[config.mk]
export PLATFORM = sky130hd
export DESIGN_NAME = utf8_substring_first_match
export DESIGN_NICKNAME = d
export VERILOG_FILES = /design/src/rtl/core/usfm_pkg.sv /design/src/rtl/core/usfm_cell.sv /design/src/rtl/core/usfm_outbuf.sv /design/src/rtl/core/utf8_substring_first_match.sv
export SDC_FILE = /design/constraint.sdc
export NUM_CORES = 2
export LEC_CHECK = 0
export BUFFER_PORTS_ARGS = -buffer_cell sky130_fd_sc_hd__clkbuf_2
export CAP_MARGIN = 20
export CORE_MARGIN = 2
export CORE_UTILIZATION = 30
export DETAILED_ROUTE_END_ITERATION = 6
export GPL_TIMING_DRIVEN = 1
export SLEW_MARGIN = 5
export SYNTH_ARGS = -nofsm -noshare
export SYNTH_HDL_FRONTEND = slang
export SYNTH_SLANG_ARGS = --single-unit
export TNS_END_PERCENT = 20
[constraint.sdc]
create_clock -name clk -period 11.48 [get_ports clk]
set_clock_uncertainty 0.2 [all_clocks]
set_input_delay 1.722 -clock clk [delete_from_list [all_inputs] [get_ports clk]]
set_output_delay 1.722 -clock clk [all_outputs]
set_load 0.02 [all_outputs]
[src/rtl/core/usfm_pkg.sv]
`timescale 1ns / 1ps
// ----------------------------------------------------------------------------
// usfm_pkg
// Shared types, constants and helper functions of the UTF-8 first-match
// substring search: beat layouts, register indexes and counter arithmetic.
// ----------------------------------------------------------------------------
package usfm_pkg;

  localparam int MAX_PATTERN = 64;
  localparam int COUNT_W     = 16;
  localparam int POS_W       = 16;
  localparam int PTR_W       = (MAX_PATTERN > 1) ? $clog2(MAX_PATTERN) : 1;
  localparam int LEN_W       = $clog2(MAX_PATTERN + 1);
  localparam int PLEN_W      = 7;
  localparam int CFG_INDEX_W = 2;
  localparam int CFG_DATA_W  = 16;

  localparam logic [CFG_INDEX_W-1:0] CFG_PATTERN_LENGTH = 2'd0;
  localparam logic [CFG_INDEX_W-1:0] CFG_START_CHAR     = 2'd1;

  localparam logic CMD_PATTERN = 1'b0;
  localparam logic CMD_TEXT    = 1'b1;

  typedef logic [COUNT_W-1:0] count_t;
  typedef logic [POS_W-1:0]   pos_t;
  typedef logic [LEN_W-1:0]   len_t;
  typedef logic [PTR_W-1:0]   ptr_t;

  typedef struct packed {
    logic       command;
    logic [7:0] data_byte;
    logic [5:0] pattern_index;
    logic       end_of_text;
  } in_beat_t;

  typedef struct packed {
    logic matched;
    pos_t char_position;
    pos_t byte_offset;
  } out_beat_t;

  typedef struct packed {
    logic wr;
    logic step;
    logic clr;
    logic lead_up;
    logic lead_down;
  } cell_ctrl_t;

  localparam count_t COUNT_MAX = {COUNT_W{1'b1}};

  function automatic logic starts_char(logic [7:0] b);
    return b[7:6] != 2'b10;
  endfunction

  function automatic count_t sat_inc(count_t v);
    return (v == COUNT_MAX) ? v : v + count_t'(1);
  endfunction

  function automatic pos_t clamp_pos(count_t v);
    logic [COUNT_W+POS_W-1:0] wide;
    logic [COUNT_W+POS_W-1:0] lim;
    wide = {{POS_W{1'b0}}, v};
    lim  = {{COUNT_W{1'b0}}, {POS_W{1'b1}}};
    return (wide > lim) ? {POS_W{1'b1}} : wide[POS_W-1:0];
  endfunction

endpackage

[src/rtl/core/usfm_cell.sv]
`timescale 1ns / 1ps
// ----------------------------------------------------------------------------
// usfm_cell
// One pattern position: holds a pattern byte, its lead flag, the lead count
// of the pattern prefix ending here, and the prefix-hit bit of the chain.
// ----------------------------------------------------------------------------
module usfm_cell (
  input  logic                clk,
  input  logic                rst_n,
  input  usfm_pkg::cell_ctrl_t ctrl,
  input  logic [7:0]          data_byte,
  input  logic                prev_hit,
  output logic                hit,
  output logic                hit_now,
  output logic                lead,
  output usfm_pkg::len_t      lead_count
);
  import usfm_pkg::*;

  logic [7:0] pat_r;
  logic       hit_r;
  logic       hit_nxt;
  logic       lead_r;
  logic       lead_nxt;
  len_t       lead_count_r;
  len_t       lead_count_nxt;

  always_comb begin
    hit_now = prev_hit && (data_byte == pat_r);
    if (ctrl.clr) begin
      hit_nxt = 1'b0;
    end else if (ctrl.step) begin
      hit_nxt = hit_now;
    end else begin
      hit_nxt = hit_r;
    end
    lead_nxt = ctrl.wr ? starts_char(data_byte) : lead_r;
    if (ctrl.lead_up) begin
      lead_count_nxt = lead_count_r + len_t'(1);
    end else if (ctrl.lead_down) begin
      lead_count_nxt = lead_count_r - len_t'(1);
    end else begin
      lead_count_nxt = lead_count_r;
    end
  end

  always_ff @(posedge clk) begin
    if (!rst_n) begin
      hit_r        <= 1'b0;
      lead_r       <= 1'b0;
      lead_count_r <= '0;
    end else begin
      hit_r        <= hit_nxt;
      lead_r       <= lead_nxt;
      lead_count_r <= lead_count_nxt;
    end
  end

  always_ff @(posedge clk) begin
    if (ctrl.wr) begin
      pat_r <= data_byte;
    end
  end

  assign hit        = hit_r;
  assign lead       = lead_r;
  assign lead_count = lead_count_r;

endmodule

[src/rtl/core/usfm_outbuf.sv]
`timescale 1ns / 1ps
// ----------------------------------------------------------------------------
// usfm_outbuf
// Result register with a skid stage, so that a new beat is taken while a
// finished result still waits on the output.
// ----------------------------------------------------------------------------
module usfm_outbuf (
  input  logic                 clk,
  input  logic                 rst_n,
  input  logic                 res_valid,
  input  usfm_pkg::out_beat_t  res_beat,
  output logic                 full,
  output logic                 out_valid,
  input  logic                 out_stall,
  output usfm_pkg::out_beat_t  out_beat
);
  import usfm_pkg::*;

  logic      out_valid_r;
  logic      out_valid_nxt;
  out_beat_t out_beat_r;
  out_beat_t out_beat_nxt;
  logic      skid_valid_r;
  logic      skid_valid_nxt;
  out_beat_t skid_beat_r;
  out_beat_t skid_beat_nxt;

  always_comb begin
    out_valid_nxt  = out_valid_r;
    out_beat_nxt   = out_beat_r;
    skid_valid_nxt = skid_valid_r;
    skid_beat_nxt  = skid_beat_r;
    if (!out_valid_r || !out_stall) begin
      if (skid_valid_r) begin
        out_valid_nxt  = 1'b1;
        out_beat_nxt   = skid_beat_r;
        skid_valid_nxt = 1'b0;
      end else begin
        out_valid_nxt = res_valid;
        out_beat_nxt  = res_beat;
      end
    end else if (res_valid) begin
      skid_valid_nxt = 1'b1;
      skid_beat_nxt  = res_beat;
    end
  end

  always_ff @(posedge clk) begin
    if (!rst_n) begin
      out_valid_r  <= 1'b0;
      skid_valid_r <= 1'b0;
    end else begin
      out_valid_r  <= out_valid_nxt;
      skid_valid_r <= skid_valid_nxt;
    end
    out_beat_r  <= out_beat_nxt;
    skid_beat_r <= skid_beat_nxt;
  end

  assign full      = skid_valid_r;
  assign out_valid = out_valid_r;
  assign out_beat  = out_beat_r;

endmodule

[src/rtl/core/utf8_substring_first_match.sv]
`timescale 1ns / 1ps
// ----------------------------------------------------------------------------
// utf8_substring_first_match
// Streaming first-occurrence search of a byte pattern in UTF-8 text.
// ----------------------------------------------------------------------------
// The block takes one beat per clock cycle, both pattern writes and text
// bytes; a result is registered in the output register, or in the skid
// stage while the output stalls. The input stalls only while a second
// result waits there behind one that the output has not yet taken. A row of
// MAX_PATTERN cells holds the pattern and one prefix-hit bit per pattern
// position, so every character-aligned candidate advances in the same
// cycle; the byte compare in each cell followed by the selection of the
// last pattern position sets the cycle time. Each text gives exactly one
// result: at the first match, or at its final byte.
module utf8_substring_first_match (
  input  logic                          clk,
  input  logic                          rst_n,
  input  logic                          in_valid,
  output logic                          in_stall,
  input  usfm_pkg::in_beat_t            in_beat,
  output logic                          out_valid,
  input  logic                          out_stall,
  output usfm_pkg::out_beat_t           out_beat,
  input  logic                          cfg_valid,
  output logic                          cfg_ready,
  input  logic [usfm_pkg::CFG_INDEX_W-1:0] cfg_index,
  input  logic [usfm_pkg::CFG_DATA_W-1:0]  cfg_data
);
  import usfm_pkg::*;

  logic [PLEN_W-1:0] pattern_length_r;
  logic [15:0]       start_char_r;
  count_t            bytes_r;
  count_t            bytes_nxt;
  count_t            chars_r;
  count_t            chars_nxt;
  logic [15:0]       chars_before_r;
  logic [15:0]       chars_before_nxt;
  logic              started_r;
  logic              started_nxt;
  logic              reported_r;
  logic              reported_nxt;

  logic              accept;
  logic              text_beat;
  logic              pat_wr;
  logic              lead;
  logic              begin_now;
  logic              step;
  logic              match;
  logic              eot;
  len_t              len;
  ptr_t              last_ptr;
  ptr_t              wr_ptr;
  len_t              leads;
  count_t            cur_chars;
  count_t            cpos;
  count_t            bpos;
  count_t            len_m1;
  logic              old_lead;
  logic              new_lead;
  logic              empty_ok;
  logic              res_valid;
  out_beat_t         res_beat;
  logic              buf_full;

  cell_ctrl_t        ctrl_vec [MAX_PATTERN];
  logic              hit_vec [MAX_PATTERN];
  logic              hit_now_vec [MAX_PATTERN];
  logic              lead_vec [MAX_PATTERN];
  len_t              lead_count_vec [MAX_PATTERN];

  assign accept    = in_valid && !in_stall;
  assign text_beat = accept && (in_beat.command == CMD_TEXT);
  assign pat_wr    = accept && (in_beat.command == CMD_PATTERN) &&
                     (int'(in_beat.pattern_index) < MAX_PATTERN);
  assign eot       = text_beat && in_beat.end_of_text;
  assign lead      = starts_char(in_beat.data_byte);
  assign wr_ptr    = ptr_t'(in_beat.pattern_index);
  assign old_lead  = lead_vec[wr_ptr];
  assign new_lead  = lead;

  assign len = (int'(pattern_length_r) > MAX_PATTERN) ? len_t'(MAX_PATTERN) :
               len_t'(pattern_length_r);
  assign last_ptr = ptr_t'(len - len_t'(1));
  assign leads    = lead_count_vec[last_ptr];
  assign len_m1   = count_t'(len) - count_t'(1);

  assign begin_now = !reported_r && !started_r &&
                     ((start_char_r == 16'd0) || (lead && chars_before_r == start_char_r));
  assign step      = text_beat && !reported_r && (started_r || begin_now);
  assign match     = step && (len != '0) && hit_now_vec[last_ptr];
  assign cur_chars = lead ? sat_inc(chars_r) : chars_r;

  for (genvar k = 0; k < MAX_PATTERN; k++) begin : g_cell
    logic prev_hit;
    logic in_tail;
    if (k == 0) begin : g_head
      assign prev_hit = lead;
    end else begin : g_link
      assign prev_hit = hit_vec[k-1];
    end
    assign in_tail              = pat_wr && (int'(wr_ptr) <= k);
    assign ctrl_vec[k].wr        = pat_wr && (int'(wr_ptr) == k);
    assign ctrl_vec[k].step      = step;
    assign ctrl_vec[k].clr       = eot;
    assign ctrl_vec[k].lead_up   = in_tail && new_lead && !old_lead;
    assign ctrl_vec[k].lead_down = in_tail && !new_lead && old_lead;

    usfm_cell u_cell (
      .clk        (clk),
      .rst_n      (rst_n),
      .ctrl       (ctrl_vec[k]),
      .data_byte  (in_beat.data_byte),
      .prev_hit   (prev_hit),
      .hit        (hit_vec[k]),
      .hit_now    (hit_now_vec[k]),
      .lead       (lead_vec[k]),
      .lead_count (lead_count_vec[k])
    );
  end

  always_comb begin
    if (cur_chars == COUNT_MAX) begin
      cpos = COUNT_MAX;
    end else if (cur_chars >= count_t'(leads)) begin
      cpos = cur_chars - count_t'(leads);
    end else begin
      cpos = '0;
    end
    if (bytes_r == COUNT_MAX) begin
      bpos = COUNT_MAX;
    end else if (bytes_r >= len_m1) begin
      bpos = bytes_r - len_m1;
    end else begin
      bpos = '0;
    end
  end

  always_comb begin
    started_nxt      = started_r;
    reported_nxt     = reported_r;
    bytes_nxt        = bytes_r;
    chars_nxt        = chars_r;
    chars_before_nxt = chars_before_r;
    if (text_beat && !reported_r && !started_r) begin
      if (begin_now) begin
        started_nxt = 1'b1;
      end else if (lead && chars_before_r != 16'hFFFF) begin
        chars_before_nxt = chars_before_r + 16'd1;
      end
    end
    if (step) begin
      bytes_nxt = sat_inc(bytes_r);
      chars_nxt = cur_chars;
    end
    if (match) begin
      reported_nxt = 1'b1;
    end
    empty_ok = (len == '0) && (started_nxt || chars_before_nxt == start_char_r);
    res_valid = match || (eot && !reported_r);
    if (match) begin
      res_beat.matched       = 1'b1;
      res_beat.char_position = clamp_pos(cpos);
      res_beat.byte_offset   = clamp_pos(bpos);
    end else begin
      res_beat.matched       = empty_ok;
      res_beat.char_position = '0;
      res_beat.byte_offset   = '0;
    end
    if (eot) begin
      started_nxt      = 1'b0;
      reported_nxt     = 1'b0;
      bytes_nxt        = '0;
      chars_nxt        = '0;
      chars_before_nxt = '0;
    end
  end

  always_ff @(posedge clk) begin
    if (!rst_n) begin
      pattern_length_r <= '0;
      start_char_r     <= '0;
      bytes_r          <= '0;
      chars_r          <= '0;
      chars_before_r   <= '0;
      started_r        <= 1'b0;
      reported_r       <= 1'b0;
    end else begin
      if (cfg_valid && cfg_ready) begin
        case (cfg_index)
          CFG_PATTERN_LENGTH: pattern_length_r <= cfg_data[PLEN_W-1:0];
          CFG_START_CHAR:     start_char_r     <= cfg_data[15:0];
          default: ;
        endcase
      end
      bytes_r        <= bytes_nxt;
      chars_r        <= chars_nxt;
      chars_before_r <= chars_before_nxt;
      started_r      <= started_nxt;
      reported_r     <= reported_nxt;
    end
  end

  usfm_outbuf u_outbuf (
    .clk       (clk),
    .rst_n     (rst_n),
    .res_valid (res_valid),
    .res_beat  (res_beat),
    .full      (buf_full),
    .out_valid (out_valid),
    .out_stall (out_stall),
    .out_beat  (out_beat)
  );

  assign in_stall  = buf_full;
  assign cfg_ready = 1'b1;

  a_skid_implies_out: assert property (@(posedge clk) disable iff (!rst_n)
    in_stall |-> out_valid)
    else $error("skid stage holds a beat while the output is empty");

  a_match_sticks: assert property (@(posedge clk) disable iff (!rst_n)
    (match && !eot) |=> reported_r)
    else $error("match was not recorded as reported");

  a_idle_counters: assert property (@(posedge clk) disable iff (!rst_n)
    !started_r |-> (bytes_r == '0 && chars_r == '0))
    else $error("search counters moved before the search began");

  a_one_result: assert property (@(posedge clk) disable iff (!rst_n)
    (reported_r && !eot) |-> !res_valid)
    else $error("second result for one text");

endmodule

### Word-level counts from Yosys, hierarchy flattened

Cells that the tools add are included.

* register bits: 1228
* input bits: 39
* logic and storage cells: 1315

* $add $sub $neg: 135
* order comparisons: 68
* equal/unequal tests: 135
* muxes and demuxes: 152
* bitwise operators: 6
* reduce and logical (&&, ||, !) cells: 549

Operator list (number)
* $mux 7: 131
* $eq 8x8->1: 64
* $logic_and 1x1->1: 462
* $add 7x1->7 const B: 64
* $sub 7x1->7 const B: 64
* $eq 6x6->1 const B: 32
* $le 6x6->1 const B: 31
* $mux 16: 9
* $reduce_bool 2->1: 64
* $eq 6x5->1 const B: 16
* $le 6x5->1 const B: 16
* $mux 33: 2
* $add 16x1->16 const B: 3
* $eq 16x16->1 const B: 3
* $eq 6x4->1 const B: 8
* $le 6x4->1 const B: 8
* $bmux 7 s6: 1
* $eq 16x16->1: 2
* $eq 6x3->1 const B: 4
* $le 6x3->1 const B: 4
* $ge 16x16->1: 1
* $ge 16x7->1: 1
* $logic_not 16->1: 1
* $ne 16x16->1 const B: 1
* other kinds (24): 53

### Logic depth before layout (Yosys ltp)

* depth after elaboration: 12
* gate-level depth with buffers: 29
* mapped depth without buffers: 23

### Modules after synthesis

Synthesis repeated with hierarchy kept, for this count alone.

* cells, all modules: 6735
* area, all modules: 72922.4 µm²

Modules (own cells, without submodules)
* usfm_cell: times used 64, cells each 82, area each 913.4 µm², sequential area each 420.4 µm²
* utf8_substring_first_match: times used 1, cells each 1377, area each 11856.4 µm², sequential area each 1461.4 µm²
* usfm_outbuf: times used 1, cells each 110, area each 2610.0 µm², sequential area each 2021.9 µm²

### Worst setup path after synthesis

OpenSTA, ideal clock, no wires.

* path type: in2reg
* start: input in_beat[2] (netlist bit)
* end: register g_cell[57].u_cell.lead_count_r[6]
* setup time: 128 ps
* data arrival time: 6416 ps
* path slack: 4737 ps
* stages: 20
* buffers on the path: 5
* cell sequence: clkbuf_1 buf_2 mux4_2 mux4_2 mux4_2 buf_2 or2_1 nor2_1 buf_2 clkbuf_1 nand2_1 fa_1 a21o_1 a21o_1 a21o_1 a21oi_1 mux2i_1 nand3_1 xor2_1 nor2_1

* longest elaborated chain between the ends: 7
* elaborated cells between the ends (all ways): 13
* those cells by class: order compare (1); mux (4); bitwise (1); reduce/logical (7)

Ends and longest elaborated chain
* from (decl): line utf8_substring_first_match.sv:20 `input usfm_pkg::in_beat_t in_beat,`
* $not 6->7 (implied by the code): line utf8_substring_first_match.sv:80 `assign old_lead = lead_vec[wr_ptr];`
* $bmux 1 s6: line utf8_substring_first_match.sv:80
* $mux 1 (implied by the code) (2 in series): line utf8_substring_first_match.sv:80
* $logic_not 1->1: line utf8_substring_first_match.sv:107 `assign ctrl_vec[k].lead_up = in_tail && new_lead && !old_lead;`
* $logic_and 1x1->1: line utf8_substring_first_match.sv:107
* $mux 7 / $reduce_bool 2->1 (equally long branches)
* to (signal assigned): line usfm_cell.sv:55 `lead_count_r <= lead_count_nxt;`
* to (decl): line usfm_cell.sv:25 `len_t lead_count_r;`

Parallel ways exist; a longest one is shown, timed or not. The select of a mux whose other input is x is not followed.
A chain may end at the register's enable or synchronous reset.

### Final worst setup path

* start: input in_beat[1] (netlist bit)
* end: register g_cell[53].u_cell.lead_count_r[6]

* longest elaborated chain between the ends: 7
* elaborated cells between the ends (all ways): 13
* those cells by class: order compare (1); mux (4); bitwise (1); reduce/logical (7)

Ends and longest elaborated chain (line)
* $not 6->7 (implied by the code): utf8_substring_first_match.sv:80
* $bmux 1 s6: utf8_substring_first_match.sv:80
* $mux 1 (implied by the code) (2 in series): utf8_substring_first_match.sv:80
* $logic_not 1->1: utf8_substring_first_match.sv:107
* $logic_and 1x1->1: utf8_substring_first_match.sv:107
* $mux 7 / $reduce_bool 2->1 (equally long branches)
* to (signal assigned): usfm_cell.sv:55
* to (decl): usfm_cell.sv:25

Parallel ways exist; a longest one is shown, timed or not. The select of a mux whose other input is x is not followed.

==> reports/metrics.cfg <==
[clock_tree]
cts.sinks=1228
cts_made_buffers=140
postCtsResizedCells=0
cts-root-buf=clkbuf_16
cts_hold_buf=0
postCtsSetupBuffers=0
clockBufferDepth=3
cts_max_level=4
tritoncts=yes
clk-insertion-delay-late_ns=0.80
clk_pin_slew_ns=0.06

[pwr]
finalPower_mw=10.9
powerDensity_mw_per_mm2=144
p_leak_nw=28.0
irDropWorstVdd_mv=0.161

[worst_setup_path]
r2r-start=pattern_length_r[6]
crit_path_start_kind=input pin
crit_fanout=29
crit_path_end_kind=flip-flop
crit_start=in_beat[1]
crit_required_ns=11.95
criticalPathCategory=in -> reg
arrival_ns=8.81

[global_route]
grtUsageMet3_pct=2.71
grt_use_met1_pct=21.4
grt_pass1_vias=48300
busiest_layer=met2
antenna_found_initial=4
grt-ovfl-total=0
grt.total_usage_pct=15.8
grt_first_pass_wirelength_mm=287
met2_usage_pct=25.2
grt_max_degree=127

[floorplan]
core_mm2=0.225
initial_core_util_pct=30.2
die_w_um=480
rows=174
die-area_mm2=0.230
die_h_um=480
ios=75

[drt]
firstDrtPassIters=5
routed_wl_mm=185
routed_via_density=5.07
drc=0
post_drt_wl_per_cell_um=18.9
ant_nets=0
drt_iter0_markers=3995
vias=49500

[run_status]
status=finished clean

[timing]
finalCriticalPeriod_ns=8.34
finalMaxSlewViolations=0
finalCritPeriodShare_pct=72.7
max_freq_ghz=0.120
rsz0062_at_grt=false
worst_pin_slew_ns=1.15
relSlewSlack_pct=22.9
final-hold-violation-count=0
setup_violations=0
fin_setup_tns_ns=0

[logic_synthesis]
async_flop_share_pct=0
synthDistinctLibCells=74
syn_area_mm2=0.0679
synth_top_cell_by_area=edfxtp_1
ys_seq_area_share_pct=44.8
ys_ff_latch=1228
yosysWarnings=0
avgSynthCellArea_um2=10.1
synth_edf_count=578
synth.top_cells.by_area=edfxtp_1, dfxtp_1, xnor2_1
ys.flop_type=dfxtp_1
synth_top_area_share_pct=25.6
synthesis.nets=7153
synthCells=6701

[cells_and_area]
multiInputGateArea_mm2=0.0358
drive_above_1_share_pct=8.69
nets=7114
postLayoutCellArea_mm2=0.0761
n_fill_cell=22400
final_util_pct=33.9
finalNonFillerCells=9770
seq_area_mm2=0.0304
area_growth_pct=12.2

[placed_design]
dp_cells=9495
io_buffer_count=73
place_area_mm2=0.0714
gp_congestion=0.873
dp_hpwl_mm=125

[hold_path]
hp-start=g_cell[61].u_cell.hit
min_path_type=reg -> reg

[job]
max_cap_violations=0

==> metrics by stage <==
| stage | setup slack, ns | hold slack, ns |
|---|---|---|
| after floorplan | 4.74 | 0.227 |
| after global routing | 2.90 | 0.273 |
| after detailed placement | 2.34 | 0.246 |
| after global placement | 2.43 | 0.240 |
| after CTS | 3.18 | 0.255 |
| final | 3.14 | 0.254 |
==> path summary, 6_finish.rpt <==
kind	to	slack, ns	cells past startpoint
setup reg to reg	u_outbuf.out_beat[29]	3.93	24
hold reg to reg	g_cell[61].u_cell.hit	0.25	2
hold / removal	g_cell[61].u_cell.hit	0.25	2
setup / recovery	g_cell[53].u_cell.lead_count[6]	3.14	19
==> critical path, cell delays in order <==
cell,delay [ns]
clkbuf_2,0.70
mux4_2,0.61
mux4_2,0.49
mux4_2,0.47
buf_4,0.28
or2_2,0.55
buf_4,0.43
nor2_4,0.73
buf_4,0.46
o21ai_0,0.45
fa_1,0.61
a21o_1,0.20
a21oi_1,0.21
o21bai_1,0.09
a21oi_1,0.19
xnor2_1,0.14
nand2_1,0.08
xnor2_1,0.16
and2_1,0.14
==> cell usage after synthesis (all sizes together), types with 149 or more instances <==
library cell  instances
a21oi               401
dfxtp               650
ha                  347
edfxtp              578
buf                 149
a21o                246
clkbuf              219
nand3               295
xnor2               709
nand2               736
o21ai               286
xor2                304
nor2                635
==> power by group <==
part / switching (mW) / internal [mW] / total (mW)
clock: 1.92 / 2.54 / 4.46
sequential: 0.109 / 4.68 / 4.79
combinational: 1.01 / 0.669 / 1.68
total: 3.03 / 7.89 / 10.9
==> layout by cell type, fill, tap and decap left out, types with 87 or more instances in the layout <==
cell and count:
nor3_1 87, dfxtp_1 650, o21ai_0 276, nand3_1 295, ha_1 346, nor2_1 630, edfxtp_1 578, nand2_1 735
a21o_1 246, mux4_2 135, a21oi_1 400, xor2_1 304, buf_4 101, clkbuf_16 141, xnor2_1 706
==> final cells by class <==
cell class	count	share of cell area [%]
tap	2992	4.92
multi-input combinational	5026	47.0
timing repair buffer	187	1.75
antenna	1	0.00329
sequential	1228	39.9
clock inverter	60	0.860
inverter	79	0.399
clock buffer	197	5.18
==> routing by layer <==
metal | part of all wire [%] | vias to the layer above
met5 | 0.0038 | -
met4 | 3.7 | 2
met3 | 6.1 | 327
met2 | 45 | 1366
met1 | 45 | 24200
li1 | - | 23700
==> registers in the layout, summed over array words and instances (netlist names) <==
signal and count:
bytes_r 16, chars_r 16, g_cell.u_cell.lead_count 448, start_char_r 16
chars_before_r 16, u_outbuf.skid_beat_r 33, u_outbuf.out_beat 33, started_r 1
u_outbuf.out_valid 1, reported_r 1, g_cell.u_cell.lead 64, g_cell.u_cell.hit 63
pattern_length_r 7, g_cell.u_cell.pat_r 512, u_outbuf.full 1
==> cells by family after synthesis <==
family | synth area share [%]
flops | 44.8
buf+inv | 2.74
simple gates | 14.6
compound gates | 11.1
other cells | 0.00553
mux | 5.41
xor+xnor | 13.1
fa+ha+maj | 8.35
Note: power is estimated with default switching activity, not from simulation.
